[src/hw/rtl/psu_pkg.sv]
// Package for the PNG scanline unfilter block: constants, types, predictors.
// Used by every module under hw/rtl; no dependencies.
`default_nettype none
package psu_pkg;
  localparam int MaxWidth = 4096;
  localparam int MaxBpp = 8;
  localparam int StoreDepth = MaxWidth * MaxBpp;
  localparam int AddrW = $clog2(StoreDepth);
  localparam int QDepth = 4;
  localparam int QAddrW = $clog2(QDepth);

  localparam logic [2:0] FiltNone = 3'd0;
  localparam logic [2:0] FiltSub = 3'd1;
  localparam logic [2:0] FiltUp = 3'd2;
  localparam logic [2:0] FiltAvg = 3'd3;
  localparam logic [2:0] FiltPaeth = 3'd4;

  localparam logic [2:0] ModeGray = 3'd0;
  localparam logic [2:0] ModeRgb = 3'd2;
  localparam logic [2:0] ModeGrayA = 3'd4;
  localparam logic [2:0] ModeRgba = 3'd6;

  localparam logic [1:0] ErrNone = 2'd0;
  localparam logic [1:0] ErrFilter = 2'd1;
  localparam logic [1:0] ErrMode = 2'd2;

  // one classified job handed from front to back
  typedef struct packed {
    logic [1:0] err;        // nonzero: error result, no row byte
    logic [7:0] data;
    logic [2:0] filt;
    logic [2:0] k;          // byte slot within pixel
    logic       has_left;   // i >= bpp
    logic       first_row;
    logic       start;      // clear history/assembly before use
    logic       emit;
    logic       last;
    logic [AddrW-1:0] addr;
    logic       addr_ok;
    logic [2:0] mode;
    logic       d16;
  } job_t;

  function automatic logic [7:0] paeth(input logic [7:0] a, input logic [7:0] b,
                                        input logic [7:0] c);
    logic signed [10:0] p, pa, pb, pc;
    begin
      p = $signed({3'b0, a}) + $signed({3'b0, b}) - $signed({3'b0, c});
      pa = p - $signed({3'b0, a});
      pb = p - $signed({3'b0, b});
      pc = p - $signed({3'b0, c});
      if (pa < 0) pa = -pa;
      if (pb < 0) pb = -pb;
      if (pc < 0) pc = -pc;
      if (pa <= pb && pa <= pc) paeth = a;
      else if (pb <= pc) paeth = b;
      else paeth = c;
    end
  endfunction
endpackage
`default_nettype wire

[src/hw/rtl/psu_queue.sv]
// Short FIFO of jobs between front and back end.
// Depends on psu_pkg.
`default_nettype none
module psu_queue import psu_pkg::*; (
  input  wire logic clk,
  input  wire logic rst,
  input  wire logic push,
  input  job_t      din,
  input  wire logic pop,
  output job_t      dout,
  output logic      not_empty,
  output logic      almost_full
);
  job_t mem [QDepth];
  logic [QAddrW-1:0] wp, rp;
  logic [QAddrW:0] cnt;

  assign dout = mem[rp];
  assign not_empty = cnt != '0;
  // keep room for one item in flight past the stall decision
  assign almost_full = cnt >= (QAddrW+1)'(QDepth - 1);

  always_ff @(posedge clk) begin
    if (push) mem[wp] <= din;
  end

  always_ff @(posedge clk) begin
    if (rst) begin
      wp <= '0;
      rp <= '0;
      cnt <= '0;
    end else begin
      if (push) wp <= wp + 1'b1;
      if (pop) rp <= rp + 1'b1;
      cnt <= cnt + (QAddrW+1)'(push) - (QAddrW+1)'(pop);
    end
  end
endmodule
`default_nettype wire

[config.mk]
export PLATFORM = sky130hd
export DESIGN_NAME = psu_queue
export DESIGN_NICKNAME = d
export VERILOG_FILES = /design/src/hw/rtl/psu_pkg.sv /design/src/hw/rtl/psu_queue.sv
export SDC_FILE = /design/constraint.sdc
export NUM_CORES = 1
export LEC_CHECK = 0
export BUFFER_PORTS_ARGS = -buffer_cell sky130_fd_sc_hd__clkbuf_2
export CORE_UTILIZATION = 40
export CTS_BUF_LIST = sky130_fd_sc_hd__clkbuf_4 sky130_fd_sc_hd__clkbuf_8
export CTS_CLUSTER_SIZE = 20
export DETAILED_ROUTE_END_ITERATION = 12
export PLACE_DENSITY = 0.57
export SLEW_MARGIN = 20
export SYNTH_ARGS = -nofsm -noshare
export SYNTH_HDL_FRONTEND = slang
export SYNTH_SLANG_ARGS = --single-unit
[constraint.sdc]
create_clock -name clk -period 3.2 [get_ports clk]
set_input_delay 0.32 -clock clk [delete_from_list [all_inputs] [get_ports clk]]
set_output_delay 0.32 -clock clk [all_outputs]
set_load 0.03 [all_outputs]
After elaboration in Yosys (flattened, before gate mapping)
Memories as Yosys holds them, arrays and structs flattened. A register that Yosys moved wholly into a read port is not among the register bits. Cells that the tools add are included.

Bits in registers: 7. Latch bits: 0. Memory bits (writable): 164. Memory bits (read-only): 0. Bits of input ports: 45. Output and inout port bits: 43. Word-level logic and storage cells: 14. Memories kept: 1.

$add $sub $neg: 4. $mul: 0. Div/mod/pow operators: 0. Magnitude comparators: 1. Eq/ne operators: 0. Shifts and indexed selects: 0. Muxes and demuxes: 4. Bitwise logic cells: 0. Reduce and logical (&&, ||, !) cells: 1.

Memory list: mem (words 4, bits a word 41, read ports 1, clocked after memory_dff 1, write ports 1, RTL line psu_queue.sv:14) `job_t mem [QDepth];`.

Operator list (count): adder 2 x 1 -> 2 bit, second input constant (2); two-way mux 2 bit (2); adder 3 x 1 -> 3 bit (1); >= comparator 3 x 2 -> 1 bit, second input constant (1); nonzero test 3 bit (1); subtractor 3 x 1 -> 3 bit (1); two-way mux 1 bit (2).

Logic depth before layout (Yosys ltp)
Word-level depth: 3. Depth in mapped cells: 7. Mapped depth without buffers: 7.

Worst setup path after synthesis
OpenSTA, ideal clock, no wires.

Kind: flip-flop to flip-flop. Start point: register wp[0]. End point: memory mem[2][0] in the netlist's numbering, enable pin. Setup time: 0.402 ns. Data arrival time: 1.533 ns. Required time: 2.798 ns. Slack: 1.265 ns. Cell stages (with the launch flop): 4. Buffers on the path: 0. Period minus slack after synthesis: 1.935 ns. Cell sequence: dfxtp_1 -> inv_1 -> ha_1 -> and2_1.

RTL lines: start, declared (RTL line psu_queue.sv:15) `logic [QAddrW-1:0] wp, rp;`; start signal, assigned (RTL line psu_queue.sv:33) `if (push) wp <= wp + 1'b1;`; end, declared (RTL line psu_queue.sv:14).

No word-level cell before the write port.

==> results.sh <==
export IMPL_status="finished clean"
export IMPL_hpwlAfterDp_um=6760
export IMPL_whs_endpoint="mem[3][12]"
export IMPL_place_area_sq_um=7090
export IMPL_yosys_warnings=0
export IMPL_rsz0062_at_grt="false"
export IMPL_setup_violations=0
export IMPL_synth_compound_area_frac=0.00312
export IMPL_vias=2898
export IMPL_holdPathStages=1
export IMPL_ys_flop_type="edfxtp_1"
export IMPL_fmax_mhz=408
export IMPL_place_congestion=0.668
export IMPL_crit_chain="buf_12 -> mux4_2 -> clkbuf_2"
export IMPL_critPathMaxStageDelay_ns=0.61
export IMPL_critical_path_required_ns=2.88
export IMPL_netlist_area_sq_um=6410
export IMPL_r2r_start="wp[0]"
export IMPL_port_buffers=87
export IMPL_cts_resized=0
export IMPL_drt_iter0_drc=148
export IMPL_slew_limit_headroom=0.583
export IMPL_synth_area_top_cells="edfxtp_1 77%, mux4_2 14%, dfxtp_1 2.8%"
export IMPL_antenna_found_initial=0
export IMPL_grt_pass1_wl_um=17200
export IMPL_cts_htree_levels=4
export IMPL_crit_buf_inv=2
export IMPL_post_cts_buffers=0
export IMPL_clock_skew_ns=0.00855
export IMPL_diodes=0
export IMPL_num_rows=45
export IMPL_min_period_ns=2.45
export IMPL_synth_edf_count=164
export IMPL_clkSinkCount=173
export IMPL_drv_slew=0
export IMPL_design_area_sq_um=7480
export IMPL_path_class="reg -> out"
export IMPL_clk_path_buf_depth=2
export IMPL_post_route_period_util=0.767
export IMPL_synth_top_family_by_area="multiplexers"
export IMPL_synth_fa_ha_area_frac=0.0168
export IMPL_die_area_sq_um=16500
export IMPL_wl_per_cell_um=19.2
export IMPL_core_area_sq_um=15400
export IMPL_grt_max_degree=42
export IMPL_min_delay_start="din[12]"
export IMPL_cpMaxStageDelayCell="dfxtp_4"
export IMPL_syn_avg_cell_area_sq_um=24.7
export IMPL_die_h_um=129
export IMPL_die_w_um=129
export IMPL_netlist_area_leader_share=0.768
export IMPL_cp_arrival_ns=2.13
export IMPL_grt_overflow=0
export IMPL_grt_pass1_vias=3072
export IMPL_powerDensity_nw_per_um2=635
export IMPL_netlist_instances=260
export IMPL_final_net_count=416
export IMPL_muxShareOfSynthArea=0.146
export IMPL_synth_most_common_cell="edfxtp_1"
export IMPL_synth_seq_cells=173
export IMPL_fin_setup_tns_ns=0
export IMPL_yosys_area_top_type="edfxtp_1"
export IMPL_yosysSeqAreaShare=0.796
export IMPL_ys_types=22
export IMPL_maxCapViolCount=0
export IMPL_cts_tree="built"
export IMPL_hold_class="in -> reg"
export IMPL_final_layout_size_suffix_gt1_frac=0.460
export IMPL_r2r_end="mem[3][21]"
export IMPL_crit_path_start_kind="register"
export IMPL_crit_family="flip-flops"
export IMPL_vdd_drop_max_mv=0.238
export IMPL_fillerInstances=1318
export IMPL_grt_usage=0.148
export IMPL_drtPass1Iterations=4
export IMPL_async_flop_share=0
export IMPL_drc=0
export IMPL_synthXorXnorAreaFrac=0.00410
export IMPL_worst_pin_slew_ns=0.625
export IMPL_syn_to_final_growth_pct=16.7
export IMPL_root_buffer="clkbuf_8"
export IMPL_cts_buffers_inserted=17
export IMPL_synth_nets=313
export IMPL_cts_hold_buf=0
export IMPL_clk_pin_slew_ns=0.08
export IMPL_p_leak_nw=2.55
export IMPL_io_pins=88
export IMPL_end_kind="output port"
export IMPL_clk_latency_ns=0.44
export IMPL_drt_wl_total_um=11300
export IMPL_vias_per_cell=4.94
export IMPL_postRouteAntennaNets=0
export IMPL_yosys_top_cells_count="164 x edfxtp_1, 40 x mux4_2, 9 x dfxtp_1, 7 x ha_1, 7 x inv_1"
export IMPL_critPathMaxFanout=24
export IMPL_final_hold_viol_count=0
export IMPL_ff2ff_path_depth=3
export IMPL_synthSimpleGateAreaFrac=0.0113
export IMPL_initial_core_util=0.415
export IMPL_reg2reg_slack_ns=1.34
[cells in the final DEF (no fill, tap or decap), drive strengths merged]
master    instances
nor2b             2
dfxtp             9
edfxtp          164
a21bo             1
xnor2             3
ha                7
nand3             1
fa                1
inv               7
bufinv            2
clkinv            4
nor2              5
clkbuf          109
a21oi             1
and2              4
mux4             41
mux2i             1
o21ai             1
buf               7
clkinvlp          4
nand2             1
nand3b            1
[flip-flops by register name, summed over array words and instances, names as in the netlist, named ones only]
name	cells
rp	2
wp	2
cnt	3
mem	164
[metal layers]
| metal | track usage | vias to the layer above | wire, um |
|---|---|---|---|
| met5 | 0 | - | 0 |
| met4 | 0.0644 | 0 | 188 |
| met3 | 0.0457 | 15 | 505 |
| met2 | 0.232 | 72 | 5460 |
| met1 | 0.192 | 1528 | 5110 |
| li1 | - | 1283 | - |
[power breakdown]
group          switching, mW  internal (mW)  leakage (nW)
registers             0.0468           2.60          1.58
logic                  0.397          0.237         0.773
clock network          0.738          0.735         0.190
[metrics by stage]
| step | util | setup WS (ns) | power [mW] | hold slack [ns] | instances |
|---|---|---|---|---|---|
| floorplan | - | 1.26 | 3.14 | 0.392 | 260 |
| global placement | 0.460 | 1.18 | 3.33 | 0.505 | 555 |
| detailed placement | 0.460 | 1.16 | 3.34 | 0.518 | 555 |
| CTS | 0.485 | 0.652 | 4.82 | 0.0443 | 587 |
| global route | 0.485 | 0.588 | 4.94 | 0.0498 | 587 |
| finish | 0.485 | 0.746 | 4.75 | 0.0850 | 587 |
[cell families after synthesis]
| kind of cell | after synthesis |
|---|---|
| fa+ha+maj | 8 |
| buf+inv | 17 |
| flops | 173 |
| mux | 42 |
| simple gates | 14 |
| compound gates | 3 |
| xor+xnor | 3 |
[final cells by class]
class	instances	area, sq um	area share
Tap cell	211	264	0.0353
Clock inverter	10	118	0.0157
Multi-Input combinational cell	70	1170	0.156
Sequential cell	173	5110	0.683
Timing Repair Buffer	94	526	0.0702
Inverter	7	26.3	0.00351
Clock buffer	22	272	0.0363
[worst max-delay path by stage]
stage / to / slack (ns) / cells past startpoint
detailed placement: dout[17] / 1.16 / 3
finish: dout[17] / 0.75 / 3
CTS: dout[17] / 0.65 / 3
floorplan: mem[2][0] / 1.26 / 3
global placement: dout[17] / 1.18 / 3
global route: dout[17] / 0.59 / 3
(Power assumes the default switching activity.)
