===== src/hw/rtl/psu_pkg.sv =====
// Package for the PNG scanline unfilter block: constants, types, predictors.
// Used by every module under hw/rtl; no dependencies.
`default_nettype none
package psu_pkg;
  localparam int MaxWidth = 4096;
  localparam int MaxBpp = 8;
  localparam int StoreDepth = MaxWidth * MaxBpp;
  localparam int AddrW = $clog2(StoreDepth);
  localparam int QDepth = 4;
  localparam int QAddrW = $clog2(QDepth);

  localparam logic [2:0] FiltNone = 3'd0;
  localparam logic [2:0] FiltSub = 3'd1;
  localparam logic [2:0] FiltUp = 3'd2;
  localparam logic [2:0] FiltAvg = 3'd3;
  localparam logic [2:0] FiltPaeth = 3'd4;

  localparam logic [2:0] ModeGray = 3'd0;
  localparam logic [2:0] ModeRgb = 3'd2;
  localparam logic [2:0] ModeGrayA = 3'd4;
  localparam logic [2:0] ModeRgba = 3'd6;

  localparam logic [1:0] ErrNone = 2'd0;
  localparam logic [1:0] ErrFilter = 2'd1;
  localparam logic [1:0] ErrMode = 2'd2;

  // one classified job handed from front to back
  typedef struct packed {
    logic [1:0] err;        // nonzero: error result, no row byte
    logic [7:0] data;
    logic [2:0] filt;
    logic [2:0] k;          // byte slot within pixel
    logic       has_left;   // i >= bpp
    logic       first_row;
    logic       start;      // clear history/assembly before use
    logic       emit;
    logic       last;
    logic [AddrW-1:0] addr;
    logic       addr_ok;
    logic [2:0] mode;
    logic       d16;
  } job_t;

  function automatic logic [7:0] paeth(input logic [7:0] a, input logic [7:0] b,
                                        input logic [7:0] c);
    logic signed [10:0] p, pa, pb, pc;
    begin
      p = $signed({3'b0, a}) + $signed({3'b0, b}) - $signed({3'b0, c});
      pa = p - $signed({3'b0, a});
      pb = p - $signed({3'b0, b});
      pc = p - $signed({3'b0, c});
      if (pa < 0) pa = -pa;
      if (pb < 0) pb = -pb;
      if (pc < 0) pc = -pc;
      if (pa <= pb && pa <= pc) paeth = a;
      else if (pb <= pc) paeth = b;
      else paeth = c;
    end
  endfunction
endpackage
`default_nettype wire


===== src/hw/rtl/psu_front.sv =====
// Front end: tracks row/byte position, checks filter and mode, issues jobs.
// Depends on psu_pkg.
`default_nettype none
module psu_front import psu_pkg::*; (
  input  wire logic        clk,
  input  wire logic        rst,
  input  wire logic [12:0] image_width,
  input  wire logic [15:0] image_height,
  input  wire logic        sample_depth_16,
  input  wire logic [2:0]  color_mode,
  input  wire logic        acc,
  input  wire logic [7:0]  data_byte,
  input  wire logic        image_start,
  output job_t             job,
  output logic             job_push
);
  logic [15:0] row_byte_index;
  logic [15:0] row_index;
  logic [2:0] filter_kind;
  logic expect_filter_byte, halted;
  logic [2:0] k;          // row_byte_index % bpp, tracked incrementally
  logic has_left;
  logic pend_start;       // clear of history still owed to back end

  logic [12:0] w;
  logic [15:0] h;
  logic [3:0] bpp;
  logic [2:0] ch;
  logic mode_ok;
  logic [16:0] row_len;
  logic [15:0] ri, rbi;
  logic [2:0] fk;
  logic ef, hl, ps;
  logic [2:0] kk;
  logic hleft;
  logic end_row;

  always_comb begin
    w = (image_width == 13'd0) ? 13'd1 : image_width;
    if (w > 13'(MaxWidth)) w = 13'(MaxWidth);
    h = (image_height == 16'd0) ? 16'd1 : image_height;
    mode_ok = 1'b1;
    ch = 3'd4;
    unique case (color_mode)
      ModeGray: ch = 3'd1;
      ModeRgb: ch = 3'd3;
      ModeGrayA: ch = 3'd2;
      ModeRgba: ch = 3'd4;
      default: mode_ok = 1'b0;
    endcase
    bpp = sample_depth_16 ? {ch, 1'b0} : {1'b0, ch};
    row_len = 17'(w) * 17'(bpp);
  end

  always_comb begin
    ri = image_start ? 16'd0 : row_index;
    rbi = image_start ? 16'd0 : row_byte_index;
    fk = image_start ? 3'd0 : filter_kind;
    ef = image_start | expect_filter_byte;
    hl = image_start ? 1'b0 : halted;
    ps = image_start | pend_start;
    kk = image_start ? 3'd0 : k;
    hleft = image_start ? 1'b0 : has_left;
    end_row = (17'(rbi) + 17'd1) >= row_len;

    job = '0;
    job.data = data_byte;
    job.filt = fk;
    job.k = kk;
    job.has_left = hleft;
    job.first_row = (ri == 16'd0);
    job.start = ps;
    job.emit = ({1'b0, kk} == bpp - 4'd1);
    job.last = end_row && ((17'(ri) + 17'd1) >= 17'(h));
    job.addr = rbi[AddrW-1:0];
    job.addr_ok = (17'(rbi) < 17'(StoreDepth));
    job.mode = color_mode;
    job.d16 = sample_depth_16;
    job_push = 1'b0;
    if (acc && !hl && ri < h) begin
      if (!mode_ok) begin
        job.err = ErrMode;
        job_push = 1'b1;
      end else if (ef) begin
        if (data_byte > 8'd4) begin
          job.err = ErrFilter;
          job_push = 1'b1;
        end
      end else begin
        job_push = 1'b1;
      end
    end
  end

  always_ff @(posedge clk) begin
    if (rst) begin
      row_byte_index <= '0;
      row_index <= '0;
      filter_kind <= '0;
      expect_filter_byte <= 1'b1;
      halted <= 1'b0;
      k <= '0;
      has_left <= 1'b0;
      pend_start <= 1'b1;
    end else if (acc) begin
      row_byte_index <= rbi;
      row_index <= ri;
      filter_kind <= fk;
      expect_filter_byte <= ef;
      halted <= hl;
      k <= kk;
      has_left <= hleft;
      pend_start <= ps;
      if (!hl && ri < h) begin
        if (!mode_ok) begin
          halted <= 1'b1;
        end else if (ef) begin
          if (data_byte > 8'd4) halted <= 1'b1;
          else begin
            filter_kind <= data_byte[2:0];
            expect_filter_byte <= 1'b0;
          end
        end else begin
          pend_start <= 1'b0;
          if ({1'b0, kk} == bpp - 4'd1) begin
            k <= '0;
            has_left <= 1'b1;
          end else k <= kk + 3'd1;
          if (end_row) begin
            row_index <= ri + 16'd1;
            row_byte_index <= '0;
            expect_filter_byte <= 1'b1;
            k <= '0;
            has_left <= 1'b0;
          end else row_byte_index <= rbi + 16'd1;
        end
      end
    end
  end
endmodule
`default_nettype wire


===== config.mk =====
export PLATFORM = sky130hd
export DESIGN_NAME = psu_front
export DESIGN_NICKNAME = d
export VERILOG_FILES = /design/src/hw/rtl/psu_pkg.sv /design/src/hw/rtl/psu_front.sv
export SDC_FILE = /design/constraint.sdc
export NUM_CORES = 1
export LEC_CHECK = 0
export BUFFER_PORTS_ARGS = -buffer_cell sky130_fd_sc_hd__buf_2
export CAP_MARGIN = 15
export CORE_MARGIN = 1
export CORE_UTILIZATION = 52
export DETAILED_ROUTE_END_ITERATION = 8
export PLACE_DENSITY_LB_ADDON = 0.2
export SKIP_LAST_GASP = 1
export SYNTH_ARGS = -nofsm -noshare
export SYNTH_HDL_FRONTEND = slang
export SYNTH_SLANG_ARGS = --single-unit

===== constraint.sdc =====
create_clock -name clk -period 8.7 [get_ports clk]
set_input_delay 1.305 -clock clk [delete_from_list [all_inputs] [get_ports clk]]
set_output_delay 1.305 -clock clk [all_outputs]
set_load 0.02 [all_outputs]

* After elaboration in Yosys (flattened, before gate mapping) *
Cells that the tools add are included.

word-level totals
  flip-flop bits (word level) = 42
  input port bits = 45
  output and inout port bits = 42
  logic and storage cells = 90

operators by class
  $add $sub $neg = 6
  multipliers = 1
  magnitude comparators = 6
  eq/ne operators = 4
  multiplexer cells = 53
  bitwise gates (word level) = 2
  reductions and logical operators = 10

operators by type and width
  cell                                                                             number
  16-bit two-way mux                                                               11
  16-bit by 1-bit adder with 17-bit output, second input constant                  2
  3-bit two-way mux                                                                11
  16-bit by 1-bit adder with 16-bit output, second input constant                  2
  16-bit logical NOT                                                               2
  13-bit two-way mux                                                               2
  1-bit two-way mux                                                                25
  17-bit by 16-bit greater-or-equal comparator with 1-bit output                   1
  17-bit greater-or-equal comparator                                               1
  13-bit by 4-bit multiplier with 17-bit output                                    1
  16-bit < comparator                                                              1
  16-bit < comparator, second input constant                                       1
  13-bit greater-than comparator, second input constant                            1
  13-bit logical NOT                                                               1
  3-bit case mux with 3 select lines                                               1
  8-bit by 3-bit greater-than comparator with 1-bit output, second input constant  1
  3-bit == test, second input constant                                             2
  3-bit by 4-bit == test with 1-bit output                                         1
  1-bit logical AND                                                                4
  2-bit two-way mux                                                                2
  4-bit two-way mux                                                                1
  4-bit OR reduction                                                               1
  4-bit by 1-bit subtractor with 4-bit output, second input constant               1
  3-bit by 1-bit adder with 3-bit output, second input constant                    1
  other kinds (4)                                                                  5

* Longest topological paths before layout *
Gate-level depths: netlist of run 1.

  depth after elaboration = 10
  gate-level depth with buffers = 27
  gate-level depth less buffers = 26

* Worst setup path before layout of run 1 *
OpenSTA, ideal clock, no wires.

  path kind = in2out
  start point = input port sample_depth_16
  end point = output port job[20] (netlist name)
  arrival = 6.418 ns
  path slack = 0.977 ns
  stages on the path = 24
  path through = clkbuf_1 > nand2_1 > mux2i_1 > a21oi_2 > nor2_1 > nand2_1 > fa_1 > inv_1 > fa_1 > ha_1 > a21o_1 > a21oi_1 > o21ai_0 > a31o_2 > o41ai_1 > o21bai_1 > a21oi_1 > xor2_1 > ha_1 > a2111oi_0 > o21ai_0 > o22a_1 > clkbuf_1 > o21a_1

RTL lines
  what         RTL line         RTL
  from (decl)  psu_front.sv:9   input wire logic sample_depth_16,
  to (decl)    psu_front.sv:14  output job_t job,

==> impl_metrics.env, run 1 <==
export IMPL_cts_tree="yes"
export IMPL_grt_pass1_wl_mm=24.4
export IMPL_ctsLongestPathBuffers=2
export IMPL_clock_sinks=42
export IMPL_core_area_um2=10400
export IMPL_ios=87
export IMPL_dpl_hpwl_mm=11.8
export IMPL_r2r_end="row_byte_index[3]"
export IMPL_drt_iter0_markers=337
export IMPL_io_buffers=86
export IMPL_critPathMostFrequentCell="nor2_1"
export IMPL_end_kind="primary output"
export IMPL_clk_pin_slew_worst_paths_ps=80
export IMPL_fp_dieW_um=106
export IMPL_ctsHoldBuffers=0
export IMPL_arrival_ps=7000
export IMPL_setup_viol=0
export IMPL_status="complete, no violations"
export IMPL_synthArstFlopShare_pct=0
export IMPL_leakage_uw=0.00302
export IMPL_yosysTopAreaCellShare_pct=16.7
export IMPL_syn_inst=732
export IMPL_grt_start_max_net_pins=53
export IMPL_crit_path_start_kind="primary input"
export IMPL_critPathMaxStageDelay_ps=540
export IMPL_hp_start="row_byte_index[14]"
export IMPL_rr_worst_depth=15
export IMPL_hold_class="flip-flop to flip-flop"
export IMPL_critPathTopFamily="compound AO/OA/AOI/OAI gates"
export IMPL_drt_pass1_iter_count=5
export IMPL_drv_slew=0
export IMPL_antenna_found_initial=0
export IMPL_dieArea_um2=11200
export IMPL_tns_ps=0
export IMPL_gp_congestion=0.919
export IMPL_initial_core_util_pct=54.0
export IMPL_rows=37
export IMPL_chipHeight_um=106
export IMPL_area_growth_pct=9.89
export IMPL_fmax_ghz=0.120
export IMPL_r2r_setup_slack_ps=4240
export IMPL_grt_pass1_vias=5146
export IMPL_ys_seq_area_share_pct=15.0
export IMPL_synth_edf_count=0
export IMPL_powerDensity_nw_per_um2=81.7
export IMPL_netlist_top_cell_by_area="ha_1"
export IMPL_drc_errors=0
export IMPL_synth_area_leaders="ha_1 17%, dfxtp_1 15%, fa_1 7.9%, inv_1 4.8%, nand2_1 4.4%"
export IMPL_clockRootBuffer="clkbuf_8"
export IMPL_slowest_stage="fa_1"
export IMPL_hold_depth=2
export IMPL_via_per_inst=5.80
export IMPL_post_cts_resized=0
export IMPL_ant_nets=0
export IMPL_syn_cell_area_um2=5600
export IMPL_drive_above_1_share_pct=15.1
export IMPL_diodes=0
export IMPL_min_to="row_byte_index[14]"
export IMPL_syn_avg_cell_area_um2=7.66
export IMPL_h_tree_depth=2
export IMPL_period_needed_ps=8310
export IMPL_skew_ps=9.61
export IMPL_num_vias=5398
export IMPL_avgRoutedWirePerCell_um=15.8
export IMPL_hold_viol=0
export IMPL_worstMarginPinSlew_ps=692
export IMPL_synth_fp_nets=874
export IMPL_overflow=0
export IMPL_cts_made_buffers=5
export IMPL_slew_headroom_pct=53.7
export IMPL_nets=937
export IMPL_cts_setup_buffers=0
export IMPL_n_fill_cell=989
export IMPL_cap_violations=0
export IMPL_synth_seq_cells=42
export IMPL_ys_flop_type="dfxtp_1"
export IMPL_irDropWorstVdd_mv=0.0719
export IMPL_synthDistinctLibCells=74
export IMPL_yosysWarningCount=0
export IMPL_fin_crit_sh_pct=95.5
export IMPL_crit_required_ps=7390
export IMPL_total_power_uw=503
export IMPL_critPathMaxFanout=8
export IMPL_wl_mm=14.7
export IMPL_clock_latency_ps=300
export IMPL_cp_num_buf_inv=3
export IMPL_grt_use_total_pct=26.7
export IMPL_r2r_start="row_byte_index[0]"
export IMPL_rsz0062_at_grt="no"
export IMPL_critPathKind="primary input to primary output"
## layer usage
metal / vias up / track usage (%) / share of wire (%)
li1: 2648 / - / -
met1: 2542 / 37.1 / 47
met2: 196 / 44.6 / 46
met3: 12 / 3.22 / 6.4
met4: 0 / 5.06 / 1.0
met5: - / 0 / 0
## flip-flops by register name, summed over array words and instances, names as in the netlist
name                flops
has_left                1
k                       3
row_byte_index         16
filter_kind             3
expect_filter_byte      1
row_index              16
halted                  1
pend_start              1
## cells in the final DEF (no fill, tap or decap), drive strengths merged, types with 3 or more instances in the layout
master and count:
a22o 11, inv 72, ha 75, a21o 6
nand3b 3, o21ai 29, xor2 19, clkbuf 6
and2 31, o211ai 6, fa 22, nand4 8
nor4b 3, a21oi 44, buf 92, a31oi 5
or2 4, nand2b 4, nand3 36, nand2 66
nor4 14, a32o 3, a211oi 3, or3 9
nor2 61, o21a 6, xnor2 22, nor2b 32
dfxtp 42, nor3 17, and3 6
## metrics by stage
step,worst slack [ps],hold slack (ps),cell area (um^2),instances,utilization (%)
5_1_grt,5.90,501,6160,931,59.4
3_5_place_dp,316,457,6030,923,58.2
6_report,393,476,6160,931,59.4
4_1_cts,307,479,6140,930,59.2
2_1_floorplan,977,432,5600,732,-
3_3_place_gp,614,448,6030,923,58.2
## cells in the mapped netlist (7+ instances only)
cell type,number
nor4_1,13
nor2_1,61
xnor2_1,22
nand4_1,8
a22o_1,11
ha_1,75
fa_1,22
inv_1,71
buf_2,7
and2_1,31
nand3_1,35
a21oi_1,43
or3_1,9
nand2_1,66
xor2_1,19
nor2b_1,32
dfxtp_1,42
o21ai_0,29
clkbuf_1,12
buf_4,14
nor3_1,16
## kinds of logic after synthesis
family	synth area share (%)
compound gates	16.2
mux	0.380
xor+xnor	6.41
fa+ha+maj	24.6
flops	15.0
buf+inv	8.66
simple gates	28.8
## worst register-to-register path: stages (launching register included)
cell       delay [ps]
dfxtp_1           420
nor2b_1           310
ha_1              330
nand2_1           100
nor4_1            580
nand2_1           140
xnor2_1           280
ha_1              300
nand2_1            70
nor3_1             50
a2111oi_0         360
a21oi_1           130
o22a_1            220
buf_4             220
nor4b_4           620
a221o_2           270
## worst max path at each step
stage               endpoint  cells after the start       startpoint  slack (ps)
CTS                  job[20]                     25   image_width[1]         310
finish               job[20]                     25   image_width[1]         390
global placement     job[20]                     25   image_width[1]         610
global route         job[20]                     25   image_width[1]           6
detailed placement   job[20]                     25   image_width[1]         320
floorplan            job[20]                     24  sample_depth_16         980
## power breakdown
part           switching [uW]  internal, uW
Sequential              0.517           193
Clock                    72.5          92.0
Combinational            90.2          55.0
Total                     163           340
## cell type report
cell class	instances	area, um^2	area share [%]
Timing Repair Buffer	92	475	7.72
Clock inverter	1	30.0	0.488
Clock buffer	6	82.6	1.34
Inverter	73	274	4.45
Multi-Input combinational cell	581	4290	69.6
Sequential cell	42	841	13.7
Tap cell	136	170	2.76
Note: power is estimated with default switching activity, not from simulation.
==> run 2: changes to the inputs <==
--- a/config.mk
+++ b/config.mk
@@ -5,6 +5,7 @@
 export SDC_FILE = /design/constraint.sdc
 export NUM_CORES = 1
 export LEC_CHECK = 0
+export ABC_AREA = 1
 export BUFFER_PORTS_ARGS = -buffer_cell sky130_fd_sc_hd__buf_2
 export CAP_MARGIN = 15
 export CORE_MARGIN = 1
==> run 2 against run 1 <==
  * The run now ends with design-rule violations left
  * Setup slack better by 350 ps
  * Global-route usage fell by 0.82 points
  * Register-to-register slack improved by 580 ps
  * Hold slack worse by 13 ps
  * Via count increased by 13%
  * Wire length grew 3.8%
  * Clock skew decreased by 2.4 ps
  * First-iteration DRC count up 21%
  * Fmax grew 4.5%
  * Synthesized area up 11%
  * Largest power group is now the clock network
==> impl_metrics.env, run 2 <==
export IMPL_crit_required_ps=7390
export IMPL_slew_headroom_pct=50.8
export IMPL_grt_pass1_vias=5718
export IMPL_synth_compound_area_share_pct=9.96
export IMPL_nets=1180
export IMPL_critPathMaxStageDelay_ps=570
export IMPL_cts_made_buffers=5
export IMPL_overflow=0
export IMPL_drc_errors=8
export IMPL_critPathKind="primary input to primary output"
export IMPL_wl_mm=15.3
export IMPL_slowest_stage="fa_1"
export IMPL_area_growth_pct=9.11
export IMPL_antenna_found_initial=0
export IMPL_synth_simple_area_share_pct=34.8
export IMPL_ys_flop_type="dfxtp_1"
export IMPL_cts_tree="yes"
export IMPL_powerDensity_nw_per_um2=92.4
export IMPL_initial_core_util_pct=54.0
export IMPL_worstMarginPinSlew_ps=737
export IMPL_synthTopCellsByCount="224 x nand2_1, 164 x inv_1, 103 x nor2_1"
export IMPL_syn_inst=977
export IMPL_grt_start_max_net_pins=35
export IMPL_ctsHoldBuffers=0
export IMPL_fin_crit_sh_pct=91.4
export IMPL_clk_pin_slew_worst_paths_ps=60
export IMPL_synth_edf_count=0
export IMPL_synth_xor_area_share_pct=5.45
export IMPL_netlist_top_cell_by_area="ha_1"
export IMPL_diodes=0
export IMPL_layout_setup_ws_ps=747
export IMPL_fmax_ghz=0.126
export IMPL_place_ws_ps=711
export IMPL_syn_cell_area_um2=6250
export IMPL_final_common_cell="nand2_1"
export IMPL_cts_setup_buffers=0
export IMPL_top_regs="row_byte_index x16, row_index x16"
export IMPL_num_vias=6102
export IMPL_post_cts_resized=0
export IMPL_crit_path_start_kind="primary input"
export IMPL_rows=39
export IMPL_h_tree_depth=2
export IMPL_rsz0062_at_grt="no"
export IMPL_clock_sinks=42
export IMPL_synth_top_family_by_area="simple AND/OR/NAND/NOR gates"
export IMPL_violations="design-rule violations"
export IMPL_io_buffers=86
export IMPL_core_area_um2=11600
export IMPL_synthArstFlopShare_pct=0
export IMPL_ios=87
export IMPL_arrival_ps=6650
export IMPL_leakage_uw=0.00378
export IMPL_multiInputGateArea_um2=4520
export IMPL_fp_dieW_um=112
export IMPL_cap_violations=0
export IMPL_clock_latency_ps=290
export IMPL_end_kind="primary output"
export IMPL_synthDistinctLibCells=48
export IMPL_ctsLongestPathBuffers=2
export IMPL_ant_nets=0
export IMPL_grt_use_total_pct=25.9
export IMPL_tns_ps=0
export IMPL_n_fill_cell=1156
export IMPL_status="finished with violations"
export IMPL_drv_slew=0
export IMPL_drt_pass1_iter_count=7
export IMPL_irDropWorstVdd_mv=0.0711
export IMPL_yosysWarningCount=0
export IMPL_synth_fa_ha_area_share_pct=22.1
export IMPL_avgRoutedWirePerCell_um=12.9
export IMPL_muxShareOfSynthArea_pct=0
export IMPL_setup_viol=0
export IMPL_hold_class="flip-flop to flip-flop"
export IMPL_drt_iter0_markers=409
export IMPL_yosysTopAreaCellShare_pct=15.0
export IMPL_period_needed_ps=7950
export IMPL_grt_pass1_wl_mm=27.0
export IMPL_hold_viol=0
export IMPL_gp_congestion=0.921
export IMPL_seq_area_um2=841
export IMPL_dpl_hpwl_mm=12.3
export IMPL_critPathMaxFanout=5
export IMPL_synth_most_common_cell="nand2_1"
export IMPL_synth_fp_nets=1119
export IMPL_via_per_inst=5.16
export IMPL_chipHeight_um=112
export IMPL_ys_seq_area_share_pct=13.5
export IMPL_final_cell_mix="224 x nand2_1, 164 x inv_1, 103 x nor2_1"
export IMPL_dieArea_um2=12500
export IMPL_synth_seq_cells=42
export IMPL_utilization_pct=58.9
export IMPL_syn_avg_cell_area_um2=6.39
export IMPL_skew_ps=7.20
export IMPL_drive_above_1_share_pct=14.5
export IMPL_clockRootBuffer="clkbuf_16"
export IMPL_synth_area_leaders="ha_1 15%, dfxtp_1 13%, nand2_1 13%, inv_1 9.9%, fa_1 7.1%"
run 2: changes by cell type after synthesis, sizes merged, moves of 9 or more:
| cell | change |
|---|---|
| xnor2 | -9 |
| a22o | -11 |
| nand2 | +163 |
| nor2 | +68 |
| or3 | -9 |
| a21oi | +27 |
| nor2b | -32 |
| and2 | -31 |
| nand4 | +10 |
| nand3 | +38 |
| inv | +100 |
run 2: power breakdown:
| group | internal [uW] | total (uW) | switching (uW) | leakage [uW] |
|---|---|---|---|---|
| clock network | 136 | 216 | 79.9 | 0.0000781 |
| registers | 199 | 203 | 4.51 | 0.000342 |
| logic | 72.4 | 211 | 139 | 0.00336 |
| total | 407 | 630 | 223 | 0.00378 |
run 2: worst paths after layout:
kind	startpoint	end	slack, ps	depth (start not counted)
max reg2reg	row_byte_index[0]	row_index[11]	4820	22
min reg2reg	pend_start	pend_start	460	2
min	pend_start	pend_start	460	2
max	image_width[1]	job[20]	750	28
run 2: logic make-up after synthesis:
kind of cell               count (synthesis)
adders and majority gates                 97
and+or+nand+nor                          475
xor gates and xnor gates                  38
AOI/OAI and AO/OA                        115
DFF                                       42
buffers and inverters                    210
run 2: layer usage:
metal  vias up  wire (um)  track usage (%)
li1       3212          -                -
met3        16        890             2.40
met1      2683       7900             39.1
met4         0        182             4.68
met2       191       6280             40.3
met5         -          0                0
run 2: final cells by class:
class                   count  area share [%]
flip-flops and latches     42            12.3
multi-input cells         725            66.3
clock buffers               7            1.95
clock inverters             1           0.441
inverters                 174            9.64
well taps                 143            2.63
repair buffers             90            6.76
run 2: metrics by stage:
step / total power (uW) / std cells / instance area, um^2 / hold WS, ps
after CTS: 630 / 1182 / 6820 / 464
after floorplan: 366 / 977 / 6250 / 433
final: 630 / 1182 / 6820 / 463
after global placement: 415 / 1174 / 6650 / 443
after detailed placement: 417 / 1174 / 6650 / 447
after global routing: 671 / 1182 / 6820 / 488
run 2: worst max-delay path, delay by kind of cell:
kind                       cells  cell delay (ps)
buffers and inverters          7              700
adders and majority gates      4             1780
and+or+nand+nor                9             1510
xor gates and xnor gates       1              170
AOI/OAI and AO/OA              7             1170
==> run 3: changes to the inputs <==
--- a/config.mk
+++ b/config.mk
@@ -11,7 +11,7 @@
 export CORE_MARGIN = 1
 export CORE_UTILIZATION = 52
 export DETAILED_ROUTE_END_ITERATION = 8
-export PLACE_DENSITY_LB_ADDON = 0.2
+export PLACE_DENSITY = 0.84
 export SKIP_LAST_GASP = 1
 export SYNTH_ARGS = -nofsm -noshare
 export SYNTH_HDL_FRONTEND = slang
==> run 3 against run 2 <==
  * The run still ends with design-rule violations left
  * Count of clock-buffer cells in the layout shrank 2
  * Total power grew 0.28%
  * Clock skew grew 2.3 ps
  * Largest cell class unchanged
==> impl_metrics.env, run 3 (same netlist as run 2, synthesis figures left out) <==
export IMPL_drv_slew=0
export IMPL_ant_nets=0
export IMPL_end_kind="primary output"
export IMPL_setup_viol=0
export IMPL_cap_violations=0
export IMPL_worstMarginPinSlew_ps=737
export IMPL_leakage_uw=0.00379
export IMPL_drt_iter0_markers=354
export IMPL_slew_headroom_pct=50.9
export IMPL_skew_ps=9.50
export IMPL_tns_ps=0
export IMPL_critPathTopFamily="adder cells"
export IMPL_status="finished with violations"
export IMPL_h_tree_depth=2
export IMPL_overflow=0
export IMPL_dieArea_um2=12500
export IMPL_crit_path_start_kind="primary input"
export IMPL_grt_pass1_wl_mm=26.2
export IMPL_chipHeight_um=112
export IMPL_fp_dieW_um=112
export IMPL_period_needed_ps=8070
export IMPL_post_cts_resized=0
export IMPL_dpl_hpwl_mm=12.3
export IMPL_final_cell_mix="224 x nand2_1, 164 x inv_1, 103 x nor2_1"
export IMPL_r2r_setup_slack_ps=4920
export IMPL_critPathMostFrequentCell="nand2_1"
export IMPL_ctsLongestPathBuffers=2
export IMPL_cts_made_buffers=5
export IMPL_io_buffers=86
export IMPL_initial_core_util_pct=54.0
export IMPL_critPathMaxFanout=15
export IMPL_rr_worst_depth=22
export IMPL_grt_use_total_pct=25.3
export IMPL_crit_required_ps=7390
export IMPL_diodes=0
export IMPL_ctsHoldBuffers=0
export IMPL_nets=1180
export IMPL_clock_sinks=42
export IMPL_rsz0062_at_grt="no"
export IMPL_slowest_stage="fa_1"
export IMPL_hold_depth=2
export IMPL_fmax_ghz=0.124
export IMPL_drive_above_1_share_pct=14.7
export IMPL_final_common_cell="nand2_1"
export IMPL_area_growth_pct=9.21
export IMPL_ios=87
export IMPL_via_per_inst=5.29
export IMPL_cp_num_buf_inv=6
export IMPL_fin_crit_sh_pct=92.7
export IMPL_top_regs="row_byte_index x16, row_index x16"
export IMPL_gp_congestion=0.899
export IMPL_antenna_found_initial=0
export IMPL_irDropWorstVdd_mv=0.0593
export IMPL_grt_pass1_vias=5805
export IMPL_hold_class="flip-flop to flip-flop"
export IMPL_placed_cell_area_um2=6650
export IMPL_clock_latency_ps=290
export IMPL_grt_start_max_net_pins=37
export IMPL_avgRoutedWirePerCell_um=13.0
export IMPL_violations="design-rule violations"
export IMPL_clk_pin_slew_worst_paths_ps=60
export IMPL_wl_mm=15.4
export IMPL_critPathMaxStageDelay_ps=510
export IMPL_rows=39
export IMPL_hold_viol=0
export IMPL_r2r_start="row_byte_index[0]"
export IMPL_clockRootBuffer="clkbuf_16"
export IMPL_cts_setup_buffers=0
export IMPL_drt_pass1_iter_count=7
export IMPL_arrival_ps=6760
export IMPL_num_vias=6252
export IMPL_min_to="pend_start"
export IMPL_core_area_um2=11600
export IMPL_final_area_um2=6820
export IMPL_drc_errors=1
export IMPL_critPathKind="primary input to primary output"
export IMPL_r2r_end="row_index[8]"
export IMPL_powerDensity_nw_per_um2=92.6
export IMPL_hp_start="pend_start"
export IMPL_cts_tree="yes"
export IMPL_fin_hold_ws_ps=460
-- run 3: cell count changes in the layout (fill, tap and decap cells not counted), sizes merged --
cell    before  now
clkinv       2    3
inv        172  173
clkbuf       7    5
-- run 3: layout make-up --
cell class	instances	area, um^2
clock inverter	3	43.8
clock buffer	5	125
timing repair buffer	90	460
inverter	174	657
sequential	42	841
multi-input combinational	725	4520
tap	143	179
fill	1087	4740
-- run 3: per-stage QoR --
step / cells / setup WS (ps) / util [%] / total power, uW
2_1_floorplan: 977 / 1300 / - / 366
3_3_place_gp: 1174 / 782 / 57.5 / 411
3_5_place_dp: 1174 / 619 / 57.5 / 416
4_1_cts: 1182 / 606 / 59.0 / 631
5_1_grt: 1182 / 135 / 59.0 / 671
6_report: 1182 / 634 / 59.0 / 632
-- run 3: routing by layer --
layer	vias up	part of all wire (%)	track usage [%]
li1	3215	-	-
met1	2831	44	31.9
met2	187	49	45.3
met3	19	5.9	3.10
met4	0	1.5	7.39
met5	-	0	0
-- run 3: how the worst max path moves through the flow --
stage,startpoint,end,slack [ps],depth (start not counted)
after detailed placement,image_width[1],job[20],620,28
after floorplan,image_width[1],job[20],1300,25
after global routing,image_width[1],job[20],140,29
final,image_width[1],job[20],630,28
after global placement,image_width[1],job[20],780,28
after CTS,image_width[1],job[20],610,28
-- run 3: worst register-to-register path, delay by kind of cell (launching register included) --
kind	cells	cell delay [ps]
DFF	1	360
AOI/OAI and AO/OA	2	300
and+or+nand+nor	15	2150
buffers and inverters	3	390
adders and majority gates	2	530
-- run 3: power by group --
part / internal [uW] / switching, uW
sequential: 199 / 4.43
clock: 136 / 81.8
combinational: 72.0 / 139
